==> src/rtl/core/cqig_pkg.sv <==
// ----------------------------------------------------------------------------
// cqig_pkg
// Shared constants and types of the cylinder quad index generator.
// ----------------------------------------------------------------------------
package cqig_pkg;

    localparam int MAX_AROUND = 1024;
    localparam int MAX_RINGS  = 1024;

    localparam int CFG_W  = 11;
    localparam int CNT_W  = 10;
    localparam int IDX_W  = 21;
    localparam int SEC_W  = 2;
    localparam int ADDR_W = 4;
    localparam int DATA_W = 32;

    localparam logic [SEC_W-1:0] SEC_BOTTOM = 2'd0;
    localparam logic [SEC_W-1:0] SEC_BODY   = 2'd1;
    localparam logic [SEC_W-1:0] SEC_TOP    = 2'd2;

    localparam logic [1:0] REG_AROUND = 2'd0;
    localparam logic [1:0] REG_RINGS  = 2'd1;
    localparam logic [1:0] REG_CLOSED = 2'd2;

    localparam logic [CFG_W-1:0] AROUND_RST = 11'd16;
    localparam logic [CFG_W-1:0] RINGS_RST  = 11'd2;

    // Effective mesh geometry after saturation
    typedef struct packed {
        logic [CFG_W-1:0] n;
        logic [CFG_W-1:0] r;
        logic             closed;
        logic [IDX_W-1:0] center;
        logic [CNT_W-1:0] caps;
    } geom_t;

    // Sequence position
    typedef struct packed {
        logic [SEC_W-1:0] phase;
        logic [CNT_W-1:0] column;
        logic [CNT_W-1:0] row;
        logic [IDX_W-1:0] row_base;
    } seq_t;

    typedef struct packed {
        logic [IDX_W-1:0] idx_a;
        logic [IDX_W-1:0] idx_b;
        logic [IDX_W-1:0] idx_c;
        logic [IDX_W-1:0] idx_d;
        logic [SEC_W-1:0] section;
        logic             last_quad;
    } quad_t;

endpackage

==> src/rtl/core/cylinder_quad_index_generator_top.sv <==
// quad_valid rises in the cycle after the request transfer. Throughput: one
//   quad per cycle unless quad_stall holds a result; the position registers
//   advance at each request transfer, the result register frees as it is taken.
// Reset: sizes 16 around, 2 rings, open mesh; sequence at the first quad,
//   result register empty. A register write restarts the sequence.
// ----------------------------------------------------------------------------
// cylinder_quad_index_generator_top
// Cylinder mesh quad index generator: one quad per request.
// ----------------------------------------------------------------------------
module cylinder_quad_index_generator_top (
    input  logic                        clk,
    input  logic                        rst_n,
    input  logic                        psel,
    input  logic                        penable,
    input  logic                        pwrite,
    input  logic [cqig_pkg::ADDR_W-1:0] paddr,
    input  logic [cqig_pkg::DATA_W-1:0] pwdata,
    output logic [cqig_pkg::DATA_W-1:0] prdata,
    output logic                        pready,
    input  logic                        req_valid,
    output logic                        req_stall,
    input  logic                        restart,
    output logic                        quad_valid,
    input  logic                        quad_stall,
    output logic [cqig_pkg::IDX_W-1:0]  idx_a,
    output logic [cqig_pkg::IDX_W-1:0]  idx_b,
    output logic [cqig_pkg::IDX_W-1:0]  idx_c,
    output logic [cqig_pkg::IDX_W-1:0]  idx_d,
    output logic [cqig_pkg::SEC_W-1:0]  section,
    output logic                        last_quad
);
    import cqig_pkg::*;

    geom_t geom;
    logic  cfg_wr;
    seq_t  seq_reg;
    seq_t  seq_next;
    quad_t quad_next;
    quad_t quad_reg;
    logic  pend_reg;
    logic  valid_reg;
    logic  valid_next;
    logic  take;

    assign pready = 1'b1;

    cqig_cfg u_cfg (
        .clk     (clk),
        .rst_n   (rst_n),
        .psel    (psel),
        .penable (penable),
        .pwrite  (pwrite),
        .paddr   (paddr),
        .pwdata  (pwdata),
        .prdata  (prdata),
        .cfg_wr  (cfg_wr),
        .geom    (geom)
    );

    // pending restart covers reset and register writes, so the first
    // position follows the closed setting in force at the next transfer
    cqig_quad u_quad (
        .geom     (geom),
        .seq      (seq_reg),
        .restart  (restart | pend_reg),
        .seq_next (seq_next),
        .quad     (quad_next)
    );

    assign req_stall  = valid_reg & quad_stall;
    assign take       = req_valid & ~req_stall;
    assign valid_next = take | (valid_reg & quad_stall);

    always_ff @(posedge clk or negedge rst_n)
    begin
        if (!rst_n)
        begin
            seq_reg.phase    <= SEC_BODY;
            seq_reg.column   <= '0;
            seq_reg.row      <= '0;
            seq_reg.row_base <= '0;
            pend_reg         <= 1'b1;
            valid_reg        <= 1'b0;
        end
        else
        begin
            valid_reg <= valid_next;
            if (cfg_wr)
                pend_reg <= 1'b1;
            else if (take)
            begin
                pend_reg <= 1'b0;
                seq_reg  <= seq_next;
            end
        end
    end

    always_ff @(posedge clk)
    begin
        if (take)
            quad_reg <= quad_next;
    end

    assign quad_valid = valid_reg;
    assign idx_a      = quad_reg.idx_a;
    assign idx_b      = quad_reg.idx_b;
    assign idx_c      = quad_reg.idx_c;
    assign idx_d      = quad_reg.idx_d;
    assign section    = quad_reg.section;
    assign last_quad  = quad_reg.last_quad;

endmodule

==> src/rtl/core/cqig_cfg.sv <==
// ----------------------------------------------------------------------------
// cqig_cfg
// Register file on the APB-style port; saturates the sizes and derives the
// cap center vertex and the cap quad count.
// ----------------------------------------------------------------------------
module cqig_cfg (
    input  logic                       clk,
    input  logic                       rst_n,
    input  logic                       psel,
    input  logic                       penable,
    input  logic                       pwrite,
    input  logic [cqig_pkg::ADDR_W-1:0] paddr,
    input  logic [cqig_pkg::DATA_W-1:0] pwdata,
    output logic [cqig_pkg::DATA_W-1:0] prdata,
    output logic                       cfg_wr,
    output cqig_pkg::geom_t            geom
);
    import cqig_pkg::*;

    logic [CFG_W-1:0]   around_reg;
    logic [CFG_W-1:0]   rings_reg;
    logic               closed_reg;
    logic [1:0]         reg_sel;
    logic [CFG_W-1:0]   n_eff;
    logic [CFG_W-1:0]   r_eff;
    logic [2*CFG_W-1:0] prod;

    assign reg_sel = paddr[ADDR_W-1:2];
    assign cfg_wr  = psel & penable & pwrite;

    always_ff @(posedge clk or negedge rst_n)
    begin
        if (!rst_n)
        begin
            around_reg <= AROUND_RST;
            rings_reg  <= RINGS_RST;
            closed_reg <= 1'b0;
        end
        else if (cfg_wr)
        begin
            case (reg_sel)
                REG_AROUND: around_reg <= pwdata[CFG_W-1:0];
                REG_RINGS:  rings_reg  <= pwdata[CFG_W-1:0];
                REG_CLOSED: closed_reg <= pwdata[0];
                default:    ;
            endcase
        end
    end

    always_comb
    begin
        case (reg_sel)
            REG_AROUND: prdata = DATA_W'(around_reg);
            REG_RINGS:  prdata = DATA_W'(rings_reg);
            REG_CLOSED: prdata = DATA_W'(closed_reg);
            default:    prdata = '0;
        endcase
    end

    always_comb
    begin
        if (around_reg < CFG_W'(2))
            n_eff = CFG_W'(2);
        else if (around_reg > CFG_W'(MAX_AROUND))
            n_eff = CFG_W'(MAX_AROUND);
        else
            n_eff = around_reg;

        if (rings_reg < CFG_W'(2))
            r_eff = CFG_W'(2);
        else if (rings_reg > CFG_W'(MAX_RINGS))
            r_eff = CFG_W'(MAX_RINGS);
        else
            r_eff = rings_reg;
    end

    assign prod = (2*CFG_W)'(n_eff) * (2*CFG_W)'(r_eff);

    assign geom.n      = n_eff;
    assign geom.r      = r_eff;
    assign geom.closed = closed_reg;
    assign geom.center = prod[IDX_W-1:0];
    assign geom.caps   = n_eff[CNT_W:1];

endmodule

==> src/rtl/core/cqig_quad.sv <==
// ----------------------------------------------------------------------------
// cqig_quad
// Quad index logic: builds one quad from the sequence position and gives the
// next position.
// ----------------------------------------------------------------------------
module cqig_quad (
    input  cqig_pkg::geom_t geom,
    input  cqig_pkg::seq_t  seq,
    input  logic            restart,
    output cqig_pkg::seq_t  seq_next,
    output cqig_pkg::quad_t quad
);
    import cqig_pkg::*;

    seq_t             cur;
    seq_t             first;
    logic [CFG_W-1:0] x1;
    logic [CFG_W-1:0] row2;
    logic             fin_cap;
    logic             wrap;
    logic             row_end;
    logic [IDX_W-1:0] xw;
    logic [IDX_W-1:0] nw;
    logic [IDX_W-1:0] j;
    logic [IDX_W-1:0] s;
    logic [IDX_W-1:0] st;
    logic [IDX_W-1:0] lo;
    logic [IDX_W-1:0] hi;
    logic [IDX_W-1:0] lox;
    logic [IDX_W-1:0] hix;

    always_comb
    begin
        first.phase    = geom.closed ? SEC_BOTTOM : SEC_BODY;
        first.column   = '0;
        first.row      = '0;
        first.row_base = '0;
    end

    // an open mesh never sits in a cap section
    assign cur = (restart || (!geom.closed && seq.phase != SEC_BODY)) ? first : seq;

    assign x1      = CFG_W'(cur.column) + CFG_W'(1);
    assign row2    = CFG_W'(cur.row) + CFG_W'(2);
    assign fin_cap = x1 >= CFG_W'(geom.caps);
    assign wrap    = x1 >= geom.n;
    assign row_end = row2 >= geom.r;

    assign xw  = IDX_W'(cur.column);
    assign nw  = IDX_W'(geom.n);
    assign j   = xw << 1;
    assign s   = geom.center - nw;
    assign st  = s + j;
    assign lo  = cur.row_base;
    assign hi  = cur.row_base + nw;
    assign lox = lo + xw;
    assign hix = hi + xw;

    always_comb
    begin
        seq_next        = cur;
        quad.section    = cur.phase;
        quad.last_quad  = 1'b0;
        case (cur.phase)
            SEC_BOTTOM:
            begin
                quad.idx_a = geom.center;
                quad.idx_b = j;
                quad.idx_c = j + IDX_W'(1);
                quad.idx_d = fin_cap ? '0 : j + IDX_W'(2);
                if (fin_cap)
                begin
                    seq_next.phase    = SEC_BODY;
                    seq_next.column   = '0;
                    seq_next.row      = '0;
                    seq_next.row_base = '0;
                end
                else
                    seq_next.column = cur.column + CNT_W'(1);
            end
            SEC_TOP:
            begin
                quad.idx_a = geom.center + IDX_W'(1);
                quad.idx_b = fin_cap ? s : st + IDX_W'(2);
                quad.idx_c = st + IDX_W'(1);
                quad.idx_d = st;
                if (fin_cap)
                begin
                    quad.last_quad = 1'b1;
                    seq_next       = first;
                end
                else
                    seq_next.column = cur.column + CNT_W'(1);
            end
            default:
            begin
                quad.idx_a = lox;
                quad.idx_b = hix;
                quad.idx_c = wrap ? hi : hix + IDX_W'(1);
                quad.idx_d = wrap ? lo : lox + IDX_W'(1);
                if (wrap)
                begin
                    if (row_end)
                    begin
                        if (geom.closed)
                        begin
                            seq_next.phase    = SEC_TOP;
                            seq_next.column   = '0;
                            seq_next.row      = '0;
                            seq_next.row_base = '0;
                        end
                        else
                        begin
                            quad.last_quad = 1'b1;
                            seq_next       = first;
                        end
                    end
                    else
                    begin
                        seq_next.column   = '0;
                        seq_next.row      = cur.row + CNT_W'(1);
                        seq_next.row_base = hi;
                    end
                end
                else
                    seq_next.column = cur.column + CNT_W'(1);
            end
        endcase
    end

endmodule

==> config.mk <==
export PLATFORM = sky130hd
export DESIGN_NAME = cylinder_quad_index_generator_top
export DESIGN_NICKNAME = d
export VERILOG_FILES = /design/src/rtl/core/cqig_pkg.sv /design/src/rtl/core/cylinder_quad_index_generator_top.sv /design/src/rtl/core/cqig_cfg.sv /design/src/rtl/core/cqig_quad.sv
export SDC_FILE = /design/constraint.sdc
export NUM_CORES = 1
export LEC_CHECK = 0
export ABC_AREA = 1
export BUFFER_PORTS_ARGS = -buffer_cell sky130_fd_sc_hd__buf_2
export CAP_MARGIN = 20
export CELL_PAD_IN_SITES_DETAIL_PLACEMENT = 2
export CELL_PAD_IN_SITES_GLOBAL_PLACEMENT = 2
export CORE_MARGIN = 10
export CORE_UTILIZATION = 35
export CTS_CLUSTER_DIAMETER = 80
export CTS_CLUSTER_SIZE = 24
export DETAILED_ROUTE_END_ITERATION = 10
export GPL_ROUTABILITY_DRIVEN = 0
export GPL_TIMING_DRIVEN = 1
export PLACE_DENSITY = 0.89
export SLEW_MARGIN = 10
export SYNTH_ARGS = -nofsm -noshare
export SYNTH_HDL_FRONTEND = slang
export SYNTH_SLANG_ARGS = --single-unit
export TNS_END_PERCENT = 5
==> constraint.sdc <==
create_clock -name clk -period 8.75 [get_ports clk]
set_input_delay 0.875 -clock clk [delete_from_list [all_inputs] [get_ports clk]]
set_output_delay 0.875 -clock clk [all_outputs]
set_load 0.01 [all_outputs]
---- Word-level counts from Yosys, hierarchy flattened ----
Index checks and enable logic that the tools add are counted.
storage, ports and cells
  logic and storage cells ................. 91
  output and inout bits ................... 122
  register bits ........................... 155
operators by class
  $add $sub $neg .......................... 16
  multiply operators ...................... 1
  order comparisons ....................... 7
  eq/ne operators ......................... 4
  bitwise gates (word level) .............. 8
  muxes and demuxes ....................... 30
  reductions and logical operators ........ 10
operators by type and width
  cell                   count
  $pmux 84 s2            1
  $mux 43                2
  $pmux 43 s2            1
  $add 21x1->21 const B  4
  $mux 21                4
  $mux 31                2
  $mux 11                4
  $add 21x10->21         2
  $add 21x11->21         2
  $mux 41                1
  $pmux 11 s3            1
  $ge 11x11->1           2
  $gt 11x11->1 const B   2
  $lt 11x2->1 const B    2
  $add 21x2->21 const B  1
  $mul 11x11->21         1
  $sub 21x11->21         1
  $add 10x1->10 const B  2
  $mux 10                2
  $add 11x1->12 const B  1
  $add 11x2->12 const B  1
  $add 10x1->11 const B  1
  $add 10x2->11 const B  1
  $ge 11x10->1           1
  other kinds (15)       34

---- Longest topological paths before layout ----
  depth in word-level cells ............... 9
  mapped depth ............................ 47

---- By module ----
A second synthesis with hierarchy kept.
second synthesis, totals
  cells, all modules ...................... 2919
  area, all modules ....................... 19775.2 um^2
modules (own cells, without submodules)
  module                             area an instance (um^2)  times used  cells each
  cqig_quad                          9760.6                   1           1882
  cqig_cfg                           5510.3                   1           746
  cylinder_quad_index_generator_top  4504.3                   1           291

---- Worst setup path after synthesis ----
Ideal clock, no wire load.
  path kind ............................... register to register
  start ................................... register u_cfg.around_reg[4]
  end ..................................... register quad_reg (netlist bit idx_c[19]), data pin
  period minus slack after synthesis ...... 7.720 ns
  cell stages (with the launch flop) ...... 38
  arrival ................................. 7.467 ns
  path slack .............................. 1.030 ns
  path buffers ............................ 0
  cell sequence ........................... dfstp_2 -> nor2_2 -> nand3_2 -> o21bai_4 -> a21oi_1 -> nor2_1 -> fa_1 -> ha_1 -> fa_1 -> inv_1 -> fa_1 -> fa_1 -> inv_1 -> ha_1 -> nand2_1 -> nand3_2 -> xor2_1 -> ha_1 -> (+2 left out) -> xor2_1 -> ha_1 -> nand4_1 -> o221ai_1 -> a21o_1 -> nand2_1 -> nand2_1 -> nand3_4 -> xor2_4 -> nand2_2 -> nor2_4 -> nand3_2 -> nor2_4 -> nand2_1 -> nand2_1 -> nand2_1 -> inv_1 -> nand2_1
RTL lines
  what                    line                                      text
  from (decl)             cqig_cfg.sv:20                            logic [CFG_W-1:0] around_reg;
  from (signal assigned)  cqig_cfg.sv:42                            REG_AROUND: around_reg <= pwdata[CFG_W-1:0];
  to (signal assigned)    cylinder_quad_index_generator_top.sv:101  quad_reg <= quad_next;
  to (decl)               cylinder_quad_index_generator_top.sv:39   quad_t quad_reg;

==> reports/metrics.yaml <==
drv_cap: 0
syn_to_final_growth_pct: 15.9
vias_per_cell: 6.00
clkSinkCount: 155
clk_latency_ps: 510
cp.required_ps: 9000
fin_nets: 3146
fmax_ghz: 0.105
outcome: "finished, violations left"
clk_pin_slew_ps: 90
cts-htree-levels: 4
synth_area_leader_cell: "edfxtp_1"
initial_core_util_pct: 35.6
synth_edf_count: 87
wire_per_inst_um: 29.5
whs_ps: 501
cts_tree: "built"
clock_skew_ps: 21.9
io_pins: 166
layout_min_cycle_time_ps: 9480
finalCritPeriodShare_pct: 108
critPathArrivalTime_ps: 9730
cts_buffer_depth: 2
worst_path_max_delay_cell: "fa_2"
synth-seq-area-share_pct: 23.0
hold_violations: 0
dp_hpwl_um: 76400
ant_nets: 0
dominantRegCellSynth: "edfxtp_1"
row_count: 84
numCtsBuffers: 17
synth_top_area_share_pct: 13.9
async_flop_share_pct: 43.9
netlist_instances: 2701
drt-initial-drc-count: 1528
design.die.area_mm2: 0.0634
portBuffers: 120
synth_cell_types: 62
crit_top_cell: "nand2_1"
synthesis.area_mm2: 0.0188
drtPass1Iterations: 5
mostFrequentLayoutCell: "nand2_1"
power-per-cell-area_mw_per_mm2: 400
layout-drive-gt1-share_pct: 16.3
max_slew_margin_pct: 16.0
drcViolationCount: 0
p_leak_nw: 10.5
critPathLaunchType: "flop"
grt_start_max_net_pins: 77
ctsHoldBuffers: 0
root_buffer: "clkbuf_16"
antenna_found_initial: 2
worstSetupEndpointType: "flop"
rsz0062_at_grt: "true"
hp-class: "primary input to asynchronous set/reset pin"
violations: "negative setup slack"
grtUsageTotal_pct: 29.4
ys_seq_elements: 155
max_stage_delay_ps: 580
coreArea_mm2: 0.0529
num-fill-cells: 6210
slew_violations: 0
crit_type: "flop to flop"
grt_overflow: 0
synthTopCellsByArea: "edfxtp_1, nand2_1, ha_1"
layout_setup_ws_ps: -733
vdd_drop_max_mv: 0.287
chipWidth_um: 252
largest_reg_flops: 43
grt_pass1_wl_um: 142000
finalSetupViolCount: 26
dieHeight_um: 252
syn_avg_cell_area_um2: 6.96
finalPower_mw: 8.71
vias: 21461
final_cell_mix: "nand2_1, inv_1, nor2_1"
routed_wl_um: 105000
ys_warn_count: 0
cp_max_fo: 7
tightest_slew_ps: 1260
grt_pass1_vias: 23320
==> routing by layer <==
layer | part of all wire [%] | GRT usage (%) | vias to the layer above
met5 | 0.012 | 0 | -
met2 | 49 | 53.0 | 1136
li1 | - | - | 9041
met1 | 35 | 31.0 | 10763
met4 | 9.1 | 20.2 | 2
met3 | 6.9 | 5.14 | 519
==> final timing paths <==
path	startpoint	end	slack (ps)	cells after the start
min reg2reg	u_cfg.rings_reg[7]	u_cfg.rings_reg[7]	500	2
min	rst_n	u_cfg.rings_reg[4]	500	1
max reg2reg	u_cfg.around_reg[9]	idx_b[18]	-730	40
max	u_cfg.around_reg[9]	idx_b[18]	-730	40
max in group asynchronous	rst_n	seq_reg[18]	7580	1
min in group clk	u_cfg.rings_reg[7]	u_cfg.rings_reg[7]	500	2
==> worst max-delay path: cells and delay by family, from the launching register on <==
| kind | cells | cell delay [ps] |
|---|---|---|
| AOI/OAI and AO/OA | 2 | 630 |
| xor gates and xnor gates | 3 | 950 |
| and+or+nand+nor | 19 | 2970 |
| DFF | 1 | 430 |
| buffers and inverters | 8 | 1080 |
| adders and majority gates | 8 | 3140 |
==> cells by family after synthesis <==
kind of cell / synth area share [%]
other cells: 0.0399
fa+ha+maj: 18.6
compound gates: 12.5
flops: 23.0
xor+xnor: 4.48
simple gates: 30.4
buf+inv: 11.0
==> metrics by stage <==
step,TNS [ps],setup slack [ps],cell area [um^2],util [%],cells
after detailed placement,-5230,-432,20500,38.8,3520
after global routing,-17080,-952,21800,41.2,3574
after CTS,0,6.93,21200,40.0,3555
after global placement,0,408,20500,38.8,3520
final,-12180,-733,21800,41.2,3575
after floorplan,0,1030,18900,-,2721
==> cell type report <==
type / instances / area (um^2) / area share [%]
clock inverter: 9 / 72.6 / 0.333
antenna: 1 / 2.50 / 0.0115
sequential: 155 / 4320 / 19.8
inverter: 447 / 1690 / 7.76
multi-input combinational: 2044 / 13100 / 59.9
clock buffer: 23 / 504 / 2.31
timing repair buffer: 208 / 1280 / 5.89
tap: 688 / 861 / 3.95
==> what timing repair did <==
item,in CTS,in global routing
resized for setup,21,114
setup buffers,3,19
endpoints found under the setup margin,20,25
pin swaps,6,39
==> where the power goes <==
part	total [mW]	internal [mW]	switching, mW
registers	1.02	0.944	0.0770
logic	6.89	1.98	4.91
clock network	0.799	0.412	0.388
total	8.71	3.33	5.38
==> Yosys cell counts, drive strengths merged (10+ instances only) <==
cell type,n
a21oi,139
a22oi,13
a31oi,15
buf,35
clkbuf,40
clkinv,10
dfrtp,64
edfxtp,87
fa,84
ha,145
inv,437
nand2,671
nand3,168
nand3b,11
nand4,46
nor2,343
nor3,26
o211ai,17
o21ai,156
o22ai,19
or2,11
xnor2,22
xor2,70
(Power assumes the default switching activity.)
